<file path="src/rpc_pkg.sv">
// Shared types, constants and the arctangent table of the rectangular/polar converter.
package rpc_pkg;

   // Operation select carried with every transaction
   typedef enum logic {
      OP_TO_POLAR = 1'b0,
      OP_TO_RECT  = 1'b1
   } opcode_type;

   // Control that travels down the pipeline beside the datapath
   typedef struct packed {
      logic       valid;
      opcode_type op;
      logic       zero;
   } rpc_ctl_type;

   localparam int GUARD_BITS       = 16;
   localparam int ANGLE_BITS       = 16;
   localparam int MAG_IN_WIDTH     = 15;
   localparam int Z_WIDTH          = 32;
   localparam int ATAN_INDEX_WIDTH = 5;

   // 1/K in Q0.32, K being the limit CORDIC gain
   localparam logic [31:0]        GAIN_Q32     = 32'h9B74EDA8;
   localparam logic [Z_WIDTH-1:0] HALF_TURN    = 32'h80000000;
   localparam logic [Z_WIDTH-1:0] QUARTER_TURN = 32'h40000000;

   // atan(2^-i) in units of 2^-32 turn
   function automatic logic [Z_WIDTH-1:0] atan_turn(input logic [ATAN_INDEX_WIDTH-1:0] idx);
      logic [Z_WIDTH-1:0] r;
      case (idx)
         5'd0:    r = 32'h20000000;
         5'd1:    r = 32'h12E4051E;
         5'd2:    r = 32'h09FB385B;
         5'd3:    r = 32'h051111D4;
         5'd4:    r = 32'h028B0D43;
         5'd5:    r = 32'h0145D7E1;
         5'd6:    r = 32'h00A2F61E;
         5'd7:    r = 32'h00517C55;
         5'd8:    r = 32'h0028BE53;
         5'd9:    r = 32'h00145F2F;
         5'd10:   r = 32'h000A2F98;
         5'd11:   r = 32'h000517CC;
         5'd12:   r = 32'h00028BE6;
         5'd13:   r = 32'h000145F3;
         5'd14:   r = 32'h0000A2FA;
         5'd15:   r = 32'h0000517D;
         5'd16:   r = 32'h000028BE;
         5'd17:   r = 32'h0000145F;
         5'd18:   r = 32'h00000A30;
         5'd19:   r = 32'h00000518;
         5'd20:   r = 32'h0000028C;
         5'd21:   r = 32'h00000146;
         5'd22:   r = 32'h000000A3;
         5'd23:   r = 32'h00000051;
         5'd24:   r = 32'h00000029;
         5'd25:   r = 32'h00000014;
         5'd26:   r = 32'h0000000A;
         5'd27:   r = 32'h00000005;
         5'd28:   r = 32'h00000003;
         5'd29:   r = 32'h00000001;
         5'd30:   r = 32'h00000001;
         default: r = 32'h00000000;
      endcase
      return r;
   endfunction

endpackage

</file>
<file path="src/rpc_stage.sv">
// One registered CORDIC micro-rotation, vectoring or rotation mode per transaction.
module rpc_stage #(
   parameter int XW    = 36,
   parameter int SHIFT = 0
) (
   input  logic                 clock,
   input  logic                 reset,
   input  logic                 enable,
   input  rpc_pkg::rpc_ctl_type ctl_prev,
   input  logic signed [XW-1:0] x_prev,
   input  logic signed [XW-1:0] y_prev,
   input  logic [31:0]          z_prev,
   output rpc_pkg::rpc_ctl_type ctl_ff,
   output logic signed [XW-1:0] x_ff,
   output logic signed [XW-1:0] y_ff,
   output logic [31:0]          z_ff
);
   import rpc_pkg::*;

   logic signed [XW-1:0] xs;
   logic signed [XW-1:0] ys;
   logic [Z_WIDTH-1:0]   step;
   logic                 cw;
   logic signed [XW-1:0] x_in;
   logic signed [XW-1:0] y_in;
   logic [Z_WIDTH-1:0]   z_in;

   // Direction: drive y to zero when vectoring, z to zero when rotating
   always_comb begin
      xs   = x_prev >>> SHIFT;
      ys   = y_prev >>> SHIFT;
      step = atan_turn(ATAN_INDEX_WIDTH'(SHIFT));
      if (ctl_prev.op == OP_TO_POLAR) begin
         cw = !y_prev[XW-1];
      end else begin
         cw = z_prev[Z_WIDTH-1];
      end
      if (cw) begin
         x_in = x_prev + ys;
         y_in = y_prev - xs;
         z_in = z_prev + step;
      end else begin
         x_in = x_prev - ys;
         y_in = y_prev + xs;
         z_in = z_prev - step;
      end
   end

   // Control register
   always_ff @(posedge clock) begin
      if (reset) begin
         ctl_ff.valid <= 1'b0;
      end else if (enable) begin
         ctl_ff <= ctl_prev;
      end
   end

   // Datapath registers
   always_ff @(posedge clock) begin
      if (enable) begin
         x_ff <= x_in;
         y_ff <= y_in;
         z_ff <= z_in;
      end
   end

endmodule

</file>
<file path="config.mk">
export PLATFORM = sky130hd
export DESIGN_NAME = rpc_stage
export DESIGN_NICKNAME = d
export VERILOG_FILES = /design/src/rpc_pkg.sv /design/src/rpc_stage.sv
export SDC_FILE = /design/constraint.sdc
export NUM_CORES = 1
export LEC_CHECK = 0
export ABC_AREA = 1
export BUFFER_PORTS_ARGS = -buffer_cell sky130_fd_sc_hd__buf_2
export CORE_MARGIN = 2
export CORE_UTILIZATION = 58
export CTS_BUF_LIST = sky130_fd_sc_hd__clkbuf_16
export DETAILED_ROUTE_END_ITERATION = 10
export GPL_TIMING_DRIVEN = 0
export MAX_ROUTING_LAYER = met4
export PLACE_DENSITY = 0.83
export REMOVE_ABC_BUFFERS = 1
export SYNTH_ARGS = -nofsm -noshare
export SYNTH_HDL_FRONTEND = slang
export SYNTH_SLANG_ARGS = --single-unit
export TNS_END_PERCENT = 5
</file>
<file path="constraint.sdc">
create_clock -name clock -period 3.1 [get_ports clock]
set_input_delay 0.775 -clock clock [delete_from_list [all_inputs] [get_ports clock]]
set_output_delay 0.775 -clock clock [all_outputs]
set_load 0.02 [all_outputs]
</file>
==> impl_metrics.env, run 1 <==
export IMPL_status="complete, no violations"
export IMPL_hold_ws_ns=0.4579
export IMPL_fin_nets=2129
export IMPL_p_int_mw=3.092
export IMPL_whs_path_depth=2
export IMPL_cpMostUsedCell="nand2_1"
export IMPL_cp_end_kind="flip-flop"
export IMPL_relSlewSlack_pct=12.93
export IMPL_synth_seq_area_share_pct=28.13
export IMPL_root_buffer="clkbuf_16"
export IMPL_fmax_ghz=0.3370
export IMPL_hpwl_um=30910
export IMPL_synth_edf_count=105
export IMPL_power_switching_mw=2.288
export IMPL_cts_tree="built"
export IMPL_p_comb_share_pct=41.6
export IMPL_powerDensity_nw_per_um2=419.2
export IMPL_slowest_stage="ha_1"
export IMPL_cts_setup_buffers=0
export IMPL_report_final_slew_viol_count=0
export IMPL_die_area_sq_um=20580
export IMPL_htree_levels=3
export IMPL_fp_row_count=51
export IMPL_hold_viol_final=0
export IMPL_path_max_fanout=7
export IMPL_crit_path_start="x_prev[19]"
export IMPL_rr_startpoint="ctl_ff[2]"
export IMPL_met2WireLength_um=16830
export IMPL_crit_path_cell_trace="buf_2 > inv_1 > ha_1 > inv_1 > a21oi_1 > o21ai_0 > nand2_1 > nand2_1 > a21oi_1 > nand3_1 > nand3_1 > nand2_1"
export IMPL_insertion_delay_ns=0.36
export IMPL_p_sw_share_pct=42.53
export IMPL_gp_congestion=1.076
export IMPL_drtIter0Drc=1068
export IMPL_synth_seq_cells=106
export IMPL_critPathArrivalTime_ns=3.10
export IMPL_post_drt_wl_per_cell_um=17.18
export IMPL_mostFrequentLayoutCells="525 x nand2_1, 301 x inv_1, 215 x buf_2, 140 x a21oi_1, 140 x nand3_1"
export IMPL_critPathMaxStageDelay_ns=0.47
export IMPL_hold_start="ctl_ff[2]"
export IMPL_m1WireLength_um=16050
export IMPL_layout_min_cycle_time_ns=2.967
export IMPL_wl_met3_um=3096
export IMPL_finalCritPeriodShare_pct=95.72
export IMPL_hp_class="flip-flop to flip-flop"
export IMPL_antenna_found_initial=2
export IMPL_die_x_um=143.5
export IMPL_synthFlopType="edfxtp_1"
export IMPL_final_common_cell="nand2_1"
export IMPL_clk_pin_slew_worst_paths_ns=0.10
export IMPL_finalPower_mw=5.380
export IMPL_yosysWarnings=0
export IMPL_via_per_inst=5.520
export IMPL_grt_pass1_vias=11390
export IMPL_p_clk_share_pct=23.8
export IMPL_drc_errors=0
export IMPL_vdd_ir_drop_max_v=0.0003114
export IMPL_seqPwrFrac_pct=34.6
export IMPL_path_buf_inv=3
export IMPL_synth_area_per_cell_sq_um=6.566
export IMPL_layout_drive_gt1_share_pct=13.81
export IMPL_p_leak_nw=6.887
export IMPL_path_delay_family="compound AO/OA/AOI/OAI gates"
export IMPL_crit_required_ns=3.24
export IMPL_highest_layer="met4"
export IMPL_first_pass_iters=8
export IMPL_core_area_sq_um=19270
export IMPL_start_util_pct=58.53
export IMPL_maxCapViolCount=0
export IMPL_async_flop_share_pct=0
export IMPL_grt_overflow_total=0
export IMPL_criticalPathCategory="primary input to flip-flop"
export IMPL_area_growth_pct=13.79
export IMPL_clockBufferDepth=2
export IMPL_grt_max_degree=70
export IMPL_pin_count=217
export IMPL_synth_cells=1718
export IMPL_vias=12020
export IMPL_grtUsageTotal_pct=37.44
export IMPL_antenna_left=0
export IMPL_rsz0062_at_grt="false"
export IMPL_crit_cells=12
export IMPL_rr_worst_depth=2
export IMPL_worst_pin_slew_ns=1.306
export IMPL_die_y_um=143.5
export IMPL_cts_made_buffers=9
export IMPL_synth_cell_types=37
export IMPL_clkSinkCount=106
export IMPL_skew_ns=0
export IMPL_setup_viol=0
export IMPL_wl_um=37420
export IMPL_grt_pass1_wl_um=57300
export IMPL_io_buffer_count=216
export IMPL_cts_hold_buf=0
export IMPL_netlist_area_sq_um=11280
export IMPL_worstSetupStartpointType="primary input"
==> worst paths after layout <==
check,to,slack (ns)
max reg2reg,ctl_ff[2],2.55
min reg2reg,ctl_ff[2],0.46
min,ctl_ff[2],0.46
max,y_ff[32],0.13
==> stage by stage <==
stage | area, sq um | TNS [ns] | std cells | utilization [%] | setup slack [ns]
after floorplan | 11020 | -22.04 | 1676 | - | -0.4675
final | 12830 | 0 | 2178 | 66.60 | 0.1326
after detailed placement | 12510 | -0.8360 | 2160 | 64.90 | -0.1635
after global routing | 12830 | 0 | 2178 | 66.60 | 0.008598
after CTS | 12830 | 0 | 2176 | 66.56 | 0.2440
after global placement | 12430 | -141.59 | 2157 | 64.50 | -2.452
==> tightest hold or removal path, cell delays in order, from the launching register on <==
cell and delay, ns:
dfxtp_1 0.31, nand2_1 0.06, a21oi_1 0.05
==> synthesized netlist by cell type, drive strengths merged, types with 3 or more instances <==
cell      n  area share [%]
nand2   529              18
inv     304              10
nor2    148             5.2
nand3   145             6.7
a21oi   140             6.2
ha      109              12
edfxtp  105              28
o21ai    90             4.2
xor2     34             2.6
buf      33             2.0
o21bai   19             1.3
nor3     11            0.49
clkbuf    9            0.30
nand4     9            0.50
and2      7            0.39
fa        4            0.71
o22ai     4            0.22
a21o      3            0.20
xnor2     3            0.23
==> cells by family (layout without fill, tap and decap cells) <==
| logic type | count (synthesis) | in the layout | share of synthesized area, % |
|---|---|---|---|
| buffers and inverters | 346 | 539 | 12.45 |
| muxes | 2 | 2 | 0.1775 |
| DFF | 106 | 106 | 28.13 |
| other | 0 | 2 | 0 |
| AOI/OAI and AO/OA | 260 | 260 | 12.30 |
| and+or+nand+nor | 854 | 854 | 31.27 |
| xor gates and xnor gates | 37 | 37 | 2.873 |
| adders and majority gates | 113 | 113 | 12.80 |
==> sequential cells by signal (all words and copies together) (netlist names) <==
signal	count
ctl_ff	3
y_ff	36
x_ff	35
z_ff	32
==> power by group through the flow <==
| stage | logic [mW] | registers, mW | clock network [mW] |
|---|---|---|---|
| 3_5_place_dp | 2.18 | 1.89 | 0 |
| 2_1_floorplan | 1.17 | 2.15 | 0 |
| 6_report | 2.24 | 1.86 | 1.28 |
| 3_3_place_gp | 2.12 | 1.89 | 0 |
| 4_1_cts | 2.19 | 1.86 | 1.28 |
| 5_1_grt | 2.45 | 1.88 | 1.33 |
==> layout make-up <==
| cell class | instances | area (sq um) |
|---|---|---|
| clock buffers | 9 | 225.2 |
| flip-flops and latches | 106 | 3173 |
| inverters | 304 | 1141 |
| repair buffers | 219 | 1151 |
| diodes | 2 | 5.005 |
| multi-input cells | 1266 | 6714 |
| fillers | 1792 | 6436 |
| well taps | 265 | 331.6 |
| clock inverters | 7 | 93.84 |
==> layer usage <==
| metal | vias up | track usage, % |
|---|---|---|
| li1 | 5824 | - |
| met1 | 5504 | 48.93 |
| met2 | 600 | 59.35 |
| met3 | 95 | 4.165 |
| met4 | 0 | 15.53 |
| met5 | - | - |
==> repair_timing <==
action	CTS	global route
gates resized for setup	0	1
endpoints found under the hold margin	0	0
setup endpoints to repair	0	1
Power figures use the tool's default switching activity.
==> inputs of run 2 (changes only) <==
--- a/config.mk
+++ b/config.mk
@@ -11,7 +11,6 @@
 export CORE_UTILIZATION = 58
 export CTS_BUF_LIST = sky130_fd_sc_hd__clkbuf_16
 export DETAILED_ROUTE_END_ITERATION = 10
-export GPL_TIMING_DRIVEN = 0
 export MAX_ROUTING_LAYER = met4
 export PLACE_DENSITY = 0.83
 export REMOVE_ABC_BUFFERS = 1
==> run 2 against run 1 <==
The run now ends with DRC left. Combinational power is 5% higher. Clock-buffer cell count stayed put. Fmax is 4.5% higher. Setup slack better by 0.13 ns. Largest cell class unchanged.
==> impl_metrics.env, run 2 (same netlist as run 1, synthesis figures left out) <==
export IMPL_core_area_sq_um=19270
export IMPL_powerDensity_nw_per_um2=415.9
export IMPL_fin_area_sq_um=13190
export IMPL_wl_um=38960
export IMPL_cts_made_buffers=9
export IMPL_fin_nets=2178
export IMPL_rr_worst_depth=2
export IMPL_clkSinkCount=106
export IMPL_final_util_pct=68.44
export IMPL_criticalPathCategory="primary input to flip-flop"
export IMPL_cts_setup_buffers=0
export IMPL_hp_class="flip-flop to flip-flop"
export IMPL_antenna_found_initial=1
export IMPL_via_per_inst=5.551
export IMPL_seqPwrFrac_pct=34.0
export IMPL_post_cts_resized=0
export IMPL_slowest_stage="ha_1"
export IMPL_crit_path_start="x_prev[2]"
export IMPL_antenna_left=0
export IMPL_ff_latch_area_sq_um=3173
export IMPL_hpwl_um=32730
export IMPL_start_util_pct=58.53
export IMPL_layout_drive_gt1_share_pct=15.92
export IMPL_worstSetupStartpointType="primary input"
export IMPL_critPathMaxStageDelay_ns=0.52
export IMPL_vias=12360
export IMPL_worst_pin_slew_ns=0.5690
export IMPL_final_common_cell="nand2_1"
export IMPL_rr_startpoint="ctl_ff[2]"
export IMPL_pin_count=217
export IMPL_drtIter0Drc=1355
export IMPL_power_switching_mw=2.323
export IMPL_finalCritPeriodShare_pct=91.59
export IMPL_cts_tree="built"
export IMPL_reg2reg_to="ctl_ff[2]"
export IMPL_relSlewSlack_pct=62.06
export IMPL_clockBufferDepth=2
export IMPL_largest_reg_flops=36
export IMPL_vdd_ir_drop_max_v=0.0002945
export IMPL_area_growth_pct=16.93
export IMPL_grt_pass1_wl_um=59060
export IMPL_critPathArrivalTime_ns=2.93
export IMPL_report_final_slew_viol_count=0
export IMPL_grt_overflow_total=0
export IMPL_rsz0062_at_grt="false"
export IMPL_p_int_mw=3.161
export IMPL_fp_row_count=51
export IMPL_violations="DRC"
export IMPL_grtUsageTotal_pct=38.66
export IMPL_p_sw_share_pct=42.36
export IMPL_skew_ns=0
export IMPL_grt_max_degree=68
export IMPL_die_y_um=143.5
export IMPL_drc_errors=1
export IMPL_htree_levels=3
export IMPL_p_leak_nw=7.118
export IMPL_maxCapViolCount=0
export IMPL_stdcell_count=2226
export IMPL_p_comb_share_pct=42.8
export IMPL_layout_min_cycle_time_ns=2.839
export IMPL_gp_congestion=1.096
export IMPL_hold_ws_ns=0.4896
export IMPL_die_area_sq_um=20580
export IMPL_postPlaceCellArea_sq_um=12870
export IMPL_root_buffer="clkbuf_16"
export IMPL_insertion_delay_ns=0.36
export IMPL_post_drt_wl_per_cell_um=17.50
export IMPL_cpMostUsedCell="nand2_1"
export IMPL_io_buffer_count=216
export IMPL_fillers=1784
export IMPL_cts_hold_buf=0
export IMPL_cp_end_kind="flip-flop"
export IMPL_crit_path_cell_trace="buf_2 > inv_1 > ha_1 > nand2_1 > o21bai_1 > nand2_1 > nand2_1 > nand2_1 > nand2_1 > xor2_1 > o21ai_0"
export IMPL_crit_end="x_ff[15]"
export IMPL_dp_cells=2209
export IMPL_path_max_fanout=9
export IMPL_status="complete, but fails checks"
export IMPL_r2r_slack_ns=2.48
export IMPL_die_x_um=143.5
export IMPL_fmax_ghz=0.3522
export IMPL_grt_pass1_vias=11480
export IMPL_crit_required_ns=3.19
export IMPL_hold_viol_final=0
export IMPL_multi_input_area_sq_um=6710
export IMPL_reg_top3="y_ff (36), x_ff (35), z_ff (32)"
export IMPL_first_pass_iters=9
export IMPL_mostFrequentLayoutCells="525 x nand2_1, 301 x inv_1, 215 x buf_2, 140 x a21oi_1, 140 x nand3_1"
export IMPL_largest_register="y_ff"
export IMPL_clk_pin_slew_worst_paths_ns=0.08
export IMPL_p_clk_share_pct=23.1
export IMPL_setup_viol=0
run 2: stage by stage:
step	TNS, ns	setup slack (ns)	power (mW)
floorplan	-22.04	-0.4675	3.318
finish	0	0.2607	5.485
global route	0	0.1095	5.755
CTS	0	0.3384	5.433
detailed placement	-0.09109	-0.05368	4.181
global placement	-0.05120	-0.04251	4.127
run 2: layout make-up:
cell class,count,area share (%)
Multi-Input combinational cell,1266,50.88
Sequential cell,106,24.06
Timing Repair Buffer,268,11.46
Inverter,304,8.652
Tap cell,265,2.514
Clock buffer,9,1.708
Clock inverter,7,0.7115
Antenna cell,1,0.01897
run 2: how the worst min path moves through the flow:
stage	startpoint	end	slack, ns	cells past startpoint
2_1_floorplan	ctl_ff[2]	ctl_ff[2]	0.53	2
3_3_place_gp	ctl_ff[2]	ctl_ff[2]	0.44	2
3_5_place_dp	ctl_ff[2]	ctl_ff[2]	0.48	2
4_1_cts	ctl_ff[2]	ctl_ff[2]	0.49	2
5_1_grt	ctl_ff[2]	ctl_ff[2]	0.52	2
6_report	ctl_ff[2]	ctl_ff[2]	0.49	2
run 2: critical path, delay by kind of cell:
family	cells	cell delay (ns)
simple gates	5	0.64
compound gates	2	0.60
fa+ha+maj	1	0.52
xor+xnor	1	0.23
buf+inv	2	0.16
run 2: power groups by stage:
stage | Sequential [mW] | Clock (mW) | Combinational [mW]
2_1_floorplan | 2.15 | 0 | 1.17
3_3_place_gp | 1.90 | 0 | 2.23
3_5_place_dp | 1.90 | 0 | 2.28
4_1_cts | 1.87 | 1.27 | 2.29
5_1_grt | 1.89 | 1.31 | 2.56
6_report | 1.87 | 1.27 | 2.35
run 2: layer usage:
| metal | GRT usage, % | part of all wire (%) | up-vias |
|---|---|---|---|
| met1 | 51.25 | 41 | 5610 |
| met5 | - | 0 | - |
| met3 | 4.765 | 10 | 108 |
| met2 | 60.40 | 45 | 713 |
| met4 | 15.43 | 3.8 | 0 |
| li1 | - | - | 5925 |
